<file path="src/rtl/core/bba_ram.sv">
`timescale 1ns / 1ps
// Generic single-write, single-read synchronous RAM with registered read data.
// No dependencies.
module bba_ram #(
    parameter int WIDTH = 8,
    parameter int DEPTH = 16,
    parameter int AW    = (DEPTH > 1) ? $clog2(DEPTH) : 1
) (
    input  logic             i_clk,
    input  logic             i_we,
    input  logic [AW-1:0]    i_waddr,
    input  logic [WIDTH-1:0] i_wdata,
    input  logic [AW-1:0]    i_raddr,
    output logic [WIDTH-1:0] o_rdata
);

    logic [WIDTH-1:0] r_mem [DEPTH];
    logic [WIDTH-1:0] r_rdata;

    always_ff @(posedge i_clk) begin
        if (i_we) begin
            r_mem[i_waddr] <= i_wdata;
        end
        r_rdata <= r_mem[i_raddr];
    end

    assign o_rdata = r_rdata;

endmodule

</file>
<file path="config.mk">
export PLATFORM = sky130hd
export DESIGN_NAME = bba_ram
export DESIGN_NICKNAME = d
export VERILOG_FILES = /design/src/rtl/core/bba_ram.sv
export SDC_FILE = /design/constraint.sdc
export NUM_CORES = 1
export LEC_CHECK = 0
export BUFFER_PORTS_ARGS = -buffer_cell sky130_fd_sc_hd__buf_2
export CELL_PAD_IN_SITES_DETAIL_PLACEMENT = 2
export CELL_PAD_IN_SITES_GLOBAL_PLACEMENT = 2
export CORE_AREA = 2 2 150 152
export DETAILED_ROUTE_END_ITERATION = 7
export DIE_AREA = 0 0 152 154
export PLACE_DENSITY = 0.52
export SYNTH_ARGS = -nofsm -noshare
export SYNTH_HDL_FRONTEND = slang
export SYNTH_SLANG_ARGS = --single-unit
</file>
<file path="constraint.sdc">
create_clock -name i_clk -period 2.25 [get_ports i_clk]
set_input_delay 0.1125 -clock i_clk [delete_from_list [all_inputs] [get_ports i_clk]]
set_output_delay 0.1125 -clock i_clk [all_outputs]
set_load 0.01 [all_outputs]
</file>
==> results.yml <==
detailed_routing:
  drc: 0
  wirelength_mm: 12.2
  drt_iter0_drc: 99
  ant_nets: 0
  first_pass_iters: 4
  vias: 2456
  wl_met1_mm: 5.63
  route.met2.wl_mm: 6.12
  wl_per_cell_um: 21.1
  wl_met3_um: 303
  top_layer: "met4"
  avgViaCountPerCell: 4.27
cts:
  cts.sinks: 136
  cts-root-buf: "clkbuf_16"
  hold_buffers: 0
  post_cts.repair.setup_buffers: 0
  clkTransAtPathRegs_ns: 0.06
  clk_latency_ns: 0.41
  cts_tree: "yes"
  htreeDepth: 4
  cts_resized: 0
  clk_path_buf_depth: 2
  numCtsBuffers: 17
hold_path:
  min_from: "i_wdata[7]"
  min_path_type: "in -> reg"
  hold_depth: 1
  whs_endpoint: "r_mem[3][7]"
critical_path:
  worst_ep_arrival_time_ns: 1.70
  rr_startpoint: "r_mem[4][0]"
  crit_path_top_delay_cell: "mux4_1"
  timing.rr.end: "o_rdata[0]"
  crit_required_ns: 2.53
  slowest_delay_ns: 0.54
  crit_path_end_kind: "flop"
  cp_cell_sequence: "mux4_1, a22oi_1, nand2_1"
  critPathLaunch: "r_mem[4][0]"
  worstPathMaxFanout: 1
  critPathKind: "reg -> reg"
  reg2reg_depth: 3
  startpoint_type: "flop"
  reg2reg_slack_ns: 0.83
global_routing:
  grt_pass1_wl_mm: 18.3
  grt_start_max_net_pins: 33
  grt_pass1_vias: 2807
  grt.overflow.total: 0
  track_usage: 0.110
  antenna_found_initial: 0
timing:
  slew_headroom: 0.383
  finClkSkew_ns: 0.00639
  max_slew.worst_pin.slew_ns: 0.924
  tns_ns: 0
  fmax_mhz: 704
  finalCritPeriodShare: 0.631
  period_minus_slack_ns: 1.42
  rsz0062_at_grt: "no"
  setup_violations: 0
  finalHoldViolations: 0
  slew_violations: 0
floorplanning:
  die_x_um: 152
  ios: 26
  core-area_mm2: 0.0217
  rows: 54
  die-height_um: 154
  fp.dieArea_mm2: 0.0234
  start_util: 0.237
placed_design:
  place_hpwl_mm: 7.97
  gp_congestion: 0.675
  dpl_cell_area_mm2: 0.00569
  place.port_buffers: 25
logic_synthesis:
  ys.flop_type: "edfxtp_1"
  syn_area_mm2: 0.00515
  syn_nets: 247
  netlist_instances: 229
  yosysTopAreaCell: "edfxtp_1"
  synth_area_per_cell_um2: 22.5
  synth_area_leaders: "edfxtp_1 (75%), mux4_2 (7.9%), mux4_1 (7.1%)"
  synth.most_common_cell: "edfxtp_1"
  ys_seq_area_frac: 0.778
  synth-seq-cells: 136
  async_flop_share: 0
  synthDistinctLibCells: 19
  ys_top_cells_by_count: "edfxtp_1 (128), mux4_2 (18), a22oi_1 (16)"
  synth-edff-count: 128
  netlist.area_leader.share: 0.747
  yosys_warnings: 0
final_layout:
  drive_above_1_share: 0.302
  finalInstanceArea_mm2: 0.00625
  layout.nets: 300
  n_antenna_cell: 0
  synthToLayoutAreaGrowth_pct: 21.5
run_status:
  outcome: "finished clean"
power:
  p_per_area_mw_per_mm2: 914
  p_total_mw: 5.72
  cellLeakagePower_nw: 2.08
  vdd_drop_max_mv: 0.405
run:
  maxCapViolCount: 0
==> logic make-up after synthesis <==
family | Yosys count | share of synthesized area
mux | 32 | 0.150
compound gates | 16 | 0.0233
flops | 136 | 0.778
simple gates | 35 | 0.0318
buf+inv | 10 | 0.0168
==> flip-flops by register name, indices dropped and copies added (netlist names) <==
signal   cells
o_rdata      8
r_mem      128
==> through the flow <==
step	util	cells	hold WS (ns)	setup slack, ns
final	0.288	575	0.108	0.830
after global routing	0.288	575	0.106	0.769
after CTS	0.288	575	0.0990	0.756
after detailed placement	0.262	543	0.518	0.504
after global placement	0.262	543	0.512	0.510
after floorplan	-	229	0.211	0.645
==> cells in the final DEF (no fill, tap or decap) <==
cell,instances
edfxtp_1,128
buf_2,25
mux4_2,18
buf_4,18
clkbuf_16,17
a22oi_1,16
mux4_1,14
nor2_1,13
nand2_1,9
clkbuf_8,8
dfxtp_1,8
clkbuf_1,6
nor3_1,4
nand3b_1,2
nand2b_1,2
nor2b_1,1
and2_1,1
and2b_1,1
nand3_1,1
or3b_2,1
clkinv_2,1
buf_12,1
==> layout make-up <==
class,count,area [um2]
Timing Repair Buffer,44,280
Fill cell,2171,15400
Tap cell,280,350
Multi-Input combinational cell,83,1060
Clock inverter,1,5.00
Clock buffer,31,558
Sequential cell,136,4000
==> per-layer routing <==
layer,vias to the layer above,track usage
met5,-,0
met4,0,0.0320
met3,9,0.0299
met2,33,0.184
met1,1337,0.140
li1,1077,-
==> where the power goes <==
| part | switching [mW] | internal (mW) |
|---|---|---|
| registers | 0.0181 | 2.83 |
| clock network | 0.939 | 1.65 |
| logic | 0.166 | 0.112 |
==> critical path: cells and delay by family, from the launching register on <==
| family | cells | cell delay, ns |
|---|---|---|
| multiplexers | 1 | 0.54 |
| flip-flops | 1 | 0.37 |
| AO/OA/AOI/OAI | 1 | 0.26 |
| AND/OR/NAND/NOR | 1 | 0.11 |
==> how the worst max path moves through the flow <==
stage                              to  cells past startpoint
after floorplan           r_mem[0][0]                      2
after global placement     o_rdata[5]                      5
after detailed placement   o_rdata[5]                      5
after CTS                  o_rdata[0]                      3
after global routing       o_rdata[0]                      3
final                      o_rdata[0]                      3
Power figures use the tool's default switching activity.
