## config.mk

```make
export PLATFORM = sky130hd
export DESIGN_NAME = bba_summary
export DESIGN_NICKNAME = d
export VERILOG_FILES = /design/src/rtl/core/bba_pkg.sv /design/src/rtl/core/bba_summary.sv
export SDC_FILE = /design/constraint.sdc
export NUM_CORES = 1
export LEC_CHECK = 0
export CORE_MARGIN = 1.5
export CORE_UTILIZATION = 50
export CTS_CLUSTER_DIAMETER = 200
export CTS_CLUSTER_SIZE = 30
export DETAILED_ROUTE_END_ITERATION = 10
export DONT_BUFFER_PORTS = 1
export SLEW_MARGIN = 15
export SYNTH_ARGS = -nofsm -noshare
export SYNTH_HDL_FRONTEND = slang
export SYNTH_SLANG_ARGS = --single-unit
```

## constraint.sdc

```tcl
create_clock -name i_clk -period 3.8 [get_ports i_clk]
set_clock_uncertainty 0.05 [all_clocks]
set_input_delay 0.57 -clock i_clk [delete_from_list [all_inputs] [get_ports i_clk]]
set_output_delay 0.57 -clock i_clk [all_outputs]
set_load 0.02 [all_outputs]
```

## src/rtl/core/bba_pkg.sv

```systemverilog
`timescale 1ns / 1ps
// Package for the block bitmap allocator: sizes, mode and state codes,
// and the small helper functions used by the top level. No dependencies.
package bba_pkg;

    localparam int BITMAP_BYTES = 1024;
    localparam int BYTE_BITS    = 8;
    localparam int WORD_BYTES   = 8;
    localparam int WORD_BITS    = WORD_BYTES * BYTE_BITS;
    localparam int WORDS        = (BITMAP_BYTES + WORD_BYTES - 1) / WORD_BYTES;
    localparam int WORD_AW      = (WORDS > 1) ? $clog2(WORDS) : 1;
    localparam int BIT_AW       = $clog2(WORD_BITS);
    localparam int LANE_AW      = $clog2(WORD_BYTES);
    localparam int NUM_W        = 14;
    localparam int BYTE_W       = 8;

    localparam int RAW_CAPACITY = BITMAP_BYTES * BYTE_BITS;
    localparam int COUNT_MAX    = (1 << NUM_W) - 1;
    localparam logic [NUM_W-1:0] CAPACITY =
        NUM_W'((RAW_CAPACITY > COUNT_MAX) ? COUNT_MAX : RAW_CAPACITY);

    // Bytes of the last word that lie beyond the bitmap read as in use.
    localparam int LAST_BYTES = BITMAP_BYTES - (WORDS - 1) * WORD_BYTES;
    localparam logic [WORD_BITS-1:0] LAST_PAD = (LAST_BYTES == WORD_BYTES) ? '0 :
        ~((WORD_BITS'(1) << (LAST_BYTES * BYTE_BITS)) - WORD_BITS'(1));

    typedef enum logic [1:0] {
        MODE_ALLOC = 2'd0,
        MODE_FREE  = 2'd1,
        MODE_LOAD  = 2'd2,
        MODE_SET   = 2'd3
    } t_mode;

    typedef enum logic [1:0] {
        S_IDLE,
        S_ISSUE,
        S_MODIFY,
        S_WRITE
    } t_state;

    // Write-back notice from the sequencer to the summary flags.
    typedef struct packed {
        logic               we;
        logic [WORD_AW-1:0] addr;
        logic               full;
    } t_sum_upd;

    // Summary status seen by the sequencer.
    typedef struct packed {
        logic               any_free;
        logic [WORD_AW-1:0] first;
        logic               valid;
    } t_sum_stat;

    function automatic logic [WORD_BITS-1:0] word_pad(input logic [WORD_AW-1:0] addr);
        return (addr == WORD_AW'(WORDS - 1)) ? LAST_PAD : '0;
    endfunction

    // Index of the lowest clear bit; the caller knows one exists.
    function automatic logic [BIT_AW-1:0] first_zero(input logic [WORD_BITS-1:0] w);
        logic [BIT_AW-1:0] idx;
        idx = '0;
        for (int i = WORD_BITS - 1; i >= 0; i--) begin
            if (!w[i]) begin
                idx = BIT_AW'(i);
            end
        end
        return idx;
    endfunction

endpackage

```

## src/rtl/core/bba_summary.sv

```systemverilog
`timescale 1ns / 1ps
// Per-word written and full flags of the bitmap, with the first-fit word search.
// Depends on bba_pkg.
module bba_summary import bba_pkg::*; (
    input  logic               i_clk,
    input  logic               i_rst_n,
    input  t_sum_upd           i_upd,
    input  logic [WORD_AW-1:0] i_addr,
    output t_sum_stat          o_stat
);

    logic [WORDS-1:0] r_valid;
    logic [WORDS-1:0] r_full;

    always_ff @(posedge i_clk) begin
        if (!i_rst_n) begin
            r_valid <= '0;
            r_full  <= '0;
        end else if (i_upd.we) begin
            r_valid[i_upd.addr] <= 1'b1;
            r_full[i_upd.addr]  <= i_upd.full;
        end
    end

    // A word never written holds all zero, so it is never full.
    always_comb begin
        o_stat.any_free = ~&r_full;
        o_stat.first    = '0;
        for (int i = WORDS - 1; i >= 0; i--) begin
            if (!r_full[i]) begin
                o_stat.first = WORD_AW'(i);
            end
        end
        o_stat.valid = r_valid[i_addr];
    end

endmodule

```

==> results.ini, run 1 <==
[cells_and_area]
diodes = 0
drive_gt1_share_pct = 3.68
mostFrequentLayoutCells = dfxtp_1, nand2_1, nor2_1
syn_to_final_growth_pct = 3.66
nFillCells = 2327
final_common_cell = dfxtp_1
final_nets = 1377

[setup_path]
cp-end-kind = output port
worstSetupPathType = flip-flop to output port
slowest_stage = a2111oi_0
cp_top_family = compound AO/OA/AOI/OAI gates
slowest_delay_ns = 0.72
critPathRequiredTime_ns = 3.18
cp.buffers_inverters = 1
cp_max_fo = 5
start_kind = flip-flop
crit_path_cell_trace = a21oi_1 > a21boi_1 > a2111o_1 > a2111oi_0 > a211oi_1 > buf_4
cp.arrival_ns = 2.88

[clock_tree]
htree_levels = 1
cts_setup_buffers = 0
hold_buffers = 0
cts_resized = 0
clock_latency_ns = 0.49
cts_max_path_buffers = 3
cts_root_buffer = clkbuf_16
cts_tree = yes
clkTransAtPathRegs_ns = 0.11
numCtsBuffers = 12
numClockSinks = 256

[yosys]
ys_seq_elements = 256
synth_cells = 1430
ys_types = 54
async_flop_share_pct = 0
ys_seq_area_share_pct = 43.0
synth_ff_type = dfxtp_1
synth_edf_count = 0
yosys_warnings = 0
synth_fp_nets = 1448
synth_area_um2 = 11900
synth.avg_cell_area_um2 = 8.33

[routing]
drc = 0
drt_iter0_drc = 1058
route.vias.total = 10200
first_pass_iters = 5
routedWlPerCell_um = 21.1
routed_wl_um = 35400
avgViaCountPerCell = 6.07
drtAntennaViolNets = 0

[power_and_ir_drop]
p_leak_uw = 0.00375
vdd_drop_max_v = 0.000286
p_total_uw = 4370
power.density_nw_per_um2 = 354

[die]
die_x_um = 157
start_util_pct = 50.9
pin_count = 27
die_h_um = 157
coreArea_um2 = 23400
rows = 56
die_area_um2 = 24800

[grt]
antenna_found_initial = 0
grt.met2_usage_pct = 44.3
grt_max_degree = 257
use_met1_pct = 41.7
grt_util_met3_pct = 5.18
overflow = 0
grt_first_pass_wirelength_um = 54000
grt-busiest-layer = met2
grtUsageTotal_pct = 28.7
first_global_vias = 9207

[timing]
rsz0062_at_grt = no
report.final.slew_viol_count = 0
fin_crit_ns = 3.50
clock.fmax_mhz = 286
finalSetupViolations = 0
relSlewSlack_pct = 39.2
tns_ns = 0
finalCritPeriodShare_pct = 92.1
finalHoldViolations = 0
worst_pin_slew_ns = 0.910

[flow_run]
maxCapViolations = 0

[hold_path]
min_path_type = input port to flip-flop

[placement]
port_buffers = 0
hpwl_um = 22900
gp_congestion = 0.870

[status]
outcome = completed

[power breakdown]
part / switching, uW / internal [uW]
clock network: 892 / 632
registers: 6.14 / 2690
logic: 86.6 / 64.2
total: 985 / 3390
[layer usage]
metal	share of wire [%]	up-vias
met5	0	-
met4	1.6	0
met3	6.7	34
met2	44	290
met1	47	4930
li1	-	4933
[cells in the mapped netlist, types with 2 or more instances]
| cell | number | area (um2) |
|---|---|---|
| a2111oi_0 | 4 | 35.0 |
| a211oi_1 | 5 | 37.5 |
| a21boi_0 | 105 | 788 |
| a21boi_1 | 24 | 180 |
| a21o_1 | 4 | 30.0 |
| a21oi_1 | 21 | 105 |
| a22o_1 | 4 | 35.0 |
| a22oi_1 | 9 | 67.6 |
| a311oi_1 | 2 | 17.5 |
| a31oi_1 | 12 | 75.1 |
| a41oi_1 | 3 | 26.3 |
| and2_1 | 3 | 18.8 |
| buf_2 | 5 | 25.0 |
| buf_4 | 3 | 22.5 |
| clkbuf_1 | 85 | 319 |
| dfxtp_1 | 256 | 5120 |
| inv_1 | 29 | 109 |
| mux2i_1 | 43 | 430 |
| mux4_2 | 17 | 383 |
| nand2_1 | 206 | 773 |
| nand2b_1 | 4 | 25.0 |
| nand3_1 | 39 | 195 |
| nand4_1 | 40 | 250 |
| nand4_2 | 2 | 25.0 |
| nor2_1 | 156 | 586 |
| nor2b_1 | 14 | 87.6 |
| nor3_1 | 13 | 65.1 |
| nor3b_1 | 2 | 15.0 |
| nor4_1 | 2 | 12.5 |
| o2111ai_1 | 4 | 35.0 |
| o211ai_1 | 7 | 52.6 |
| o21a_1 | 128 | 961 |
| o21ai_0 | 151 | 756 |
| o21ai_1 | 4 | 20.0 |
| o311ai_0 | 2 | 17.5 |
| or3_1 | 4 | 25.0 |
[worst register-to-register path: stages (launching register included)]
cell and delay [ns]:
dfxtp_1 0.46, o21ai_0 0.12, a21boi_0 0.18
[kinds of logic after synthesis]
kind of cell	Yosys count	share of synthesized area, %
AO/OA/AOI/OAI	496	27.7
buffers and inverters	123	4.09
flip-flops	256	43.0
AND/OR/NAND/NOR	495	18.3
multiplexers	60	6.83
[per-stage QoR]
stage          hold slack, ns  cells  utilization, %  instance area, um2  worst slack [ns]
4_1_cts                 0.131   1678            52.8               12300             0.322
3_3_place_gp            0.392   1664            51.3               12000             0.849
6_report                0.146   1678            52.8               12300             0.300
3_5_place_dp            0.398   1664            51.3               12000             0.894
5_1_grt                 0.125   1678            52.8               12300             0.235
2_1_floorplan           0.385   1430               -               11900              1.19
[sequential cells by signal, summed over array words and instances, names as in the netlist]
signal	count
r_full	128
r_valid	128
[final timing paths]
| path | startpoint | to | slack [ns] | depth (start not counted) |
|---|---|---|---|---|
| max | r_full[15] | o_stat[1] | 0.30 | 6 |
| min | i_rst_n | r_valid[125] | 0.15 | 1 |
| max reg2reg | r_full[25] | r_full[25] | 2.93 | 2 |
| min reg2reg | r_valid[123] | r_valid[123] | 0.42 | 1 |
[cell type report]
type,instances,area [um2],area share (%)
clock inverters,1,16.3,0.132
repair buffers,9,67.6,0.547
multi-input cells,1051,6300,51.1
flip-flops and latches,256,5120,41.5
inverters,29,109,0.882
well taps,319,399,3.23
clock buffers,13,325,2.64
Power figures use the tool's default switching activity.
==> run 2, diff against run 1 <==
- CTS_BUF_LIST: default -> sky130_fd_sc_hd__clkbuf_4 sky130_fd_sc_hd__clkbuf_8
==> results.ini, run 2 (synthesized netlist as in run 1, its figures left out) <==
[timing]
clock.fmax_mhz = 283
finalSetupViolations = 0
rsz0062_at_grt = no
worst_pin_slew_ns = 0.998
hold-worst-slack_ns = 0.0872
fin_crit_ns = 3.53
finalCritPeriodShare_pct = 93.0
report.final.slew_viol_count = 0
finalHoldViolations = 0
tns_ns = 0
relSlewSlack_pct = 33.4

[clock_tree]
cts_setup_buffers = 0
numCtsBuffers = 12
hold_buffers = 0
htree_levels = 1
clock_latency_ns = 0.53
cts_root_buffer = clkbuf_8
cts_max_path_buffers = 3
cts_resized = 0
numClockSinks = 256
clkTransAtPathRegs_ns = 0.16
cts_tree = yes

[hold_path]
holdPathEnd = r_valid[125]
hold_depth = 1
hold_start = i_rst_n
min_path_type = input port to flip-flop

[setup_path]
reg2reg_to = r_full[64]
critPathRequiredTime_ns = 3.18
start_kind = flip-flop
cp_max_fo = 5
cp.arrival_ns = 2.91
worstSetupPathType = flip-flop to output port
slowest_delay_ns = 0.70
cp-end-kind = output port
ff2ff_setup_slack_ns = 2.92
startpoint = r_full[15]
slowest_stage = a2111oi_0
reg2reg_from = r_full[64]
ff2ff_path_depth = 2
crit_path_cell_trace = a21oi_1 > a21boi_1 > a2111o_1 > a2111oi_0 > a211oi_1 > buf_4

[routing]
drtAntennaViolNets = 0
drt_iter0_drc = 1070
drc = 0
route.vias.total = 10200
routed_wl_um = 35400
first_pass_iters = 5
avgViaCountPerCell = 6.07
routedWlPerCell_um = 21.1

[die]
coreArea_um2 = 23400
pin_count = 27
rows = 56
die_area_um2 = 24800
die_x_um = 157
die_h_um = 157
start_util_pct = 50.9

[cells_and_area]
mostFrequentLayoutCells = dfxtp_1, nand2_1, nor2_1
final_nets = 1377
reg.largest.list = r_full (128), r_valid (128)
syn_to_final_growth_pct = 2.43
final_common_cell = dfxtp_1
drive_gt1_share_pct = 3.68
diodes = 0

[status]
outcome = completed

[grt]
first_global_vias = 9159
grt_max_degree = 257
grt_first_pass_wirelength_um = 53800
overflow = 0
grtUsageTotal_pct = 28.6
antenna_found_initial = 0

[placement]
gp_congestion = 0.870
hpwl_um = 22900
port_buffers = 0

[flow_run]
maxCapViolations = 0

[power_and_ir_drop]
vdd_drop_max_v = 0.000245
p_leak_uw = 0.00369
p_total_uw = 4030
power.density_nw_per_um2 = 330

[run 2: routing by layer]
layer  vias to the layer above  wire, um  track usage [%]
met5                         -         0                0
met4                         0       562             5.39
met3                        38      2670             5.20
met2                       352     15500             44.3
met1                      4861     16700             41.8
li1                       4931         -                -
[run 2: worst max-delay path by stage]
stage | slack, ns | to
global placement | 0.85 | o_stat[1]
detailed placement | 0.89 | o_stat[1]
global route | 0.16 | o_stat[2]
floorplan | 1.19 | o_stat[0]
CTS | 0.25 | o_stat[1]
finish | 0.27 | o_stat[1]
[run 2: cell type report]
| cell class | count | area (um2) |
|---|---|---|
| clock buffer | 13 | 179 |
| clock inverter | 1 | 16.3 |
| fill | 2350 | 11200 |
| inverter | 29 | 109 |
| multi-input combinational | 1051 | 6300 |
| sequential | 256 | 5120 |
| tap | 319 | 399 |
| timing repair buffer | 9 | 67.6 |
[run 2: per-stage QoR]
step / instance area [um2] / util (%) / instances / setup WS [ns]
after floorplan: 11900 / - / 1430 / 1.19
after global placement: 12000 / 51.3 / 1664 / 0.849
after detailed placement: 12000 / 51.3 / 1664 / 0.894
after CTS: 12200 / 52.1 / 1678 / 0.246
after global routing: 12200 / 52.1 / 1678 / 0.159
final: 12200 / 52.1 / 1678 / 0.266
[run 2: power by group]
part           switching, uW  internal, uW
combinational           86.5          64.3
sequential              6.14          2700
clock                    852           325
total                    945          3090
[run 2: critical path, delay by kind of cell, from the launching register on]
kind,cells,cell delay (ns)
compound gates,5,1.69
flops,1,0.47
buf+inv,1,0.20
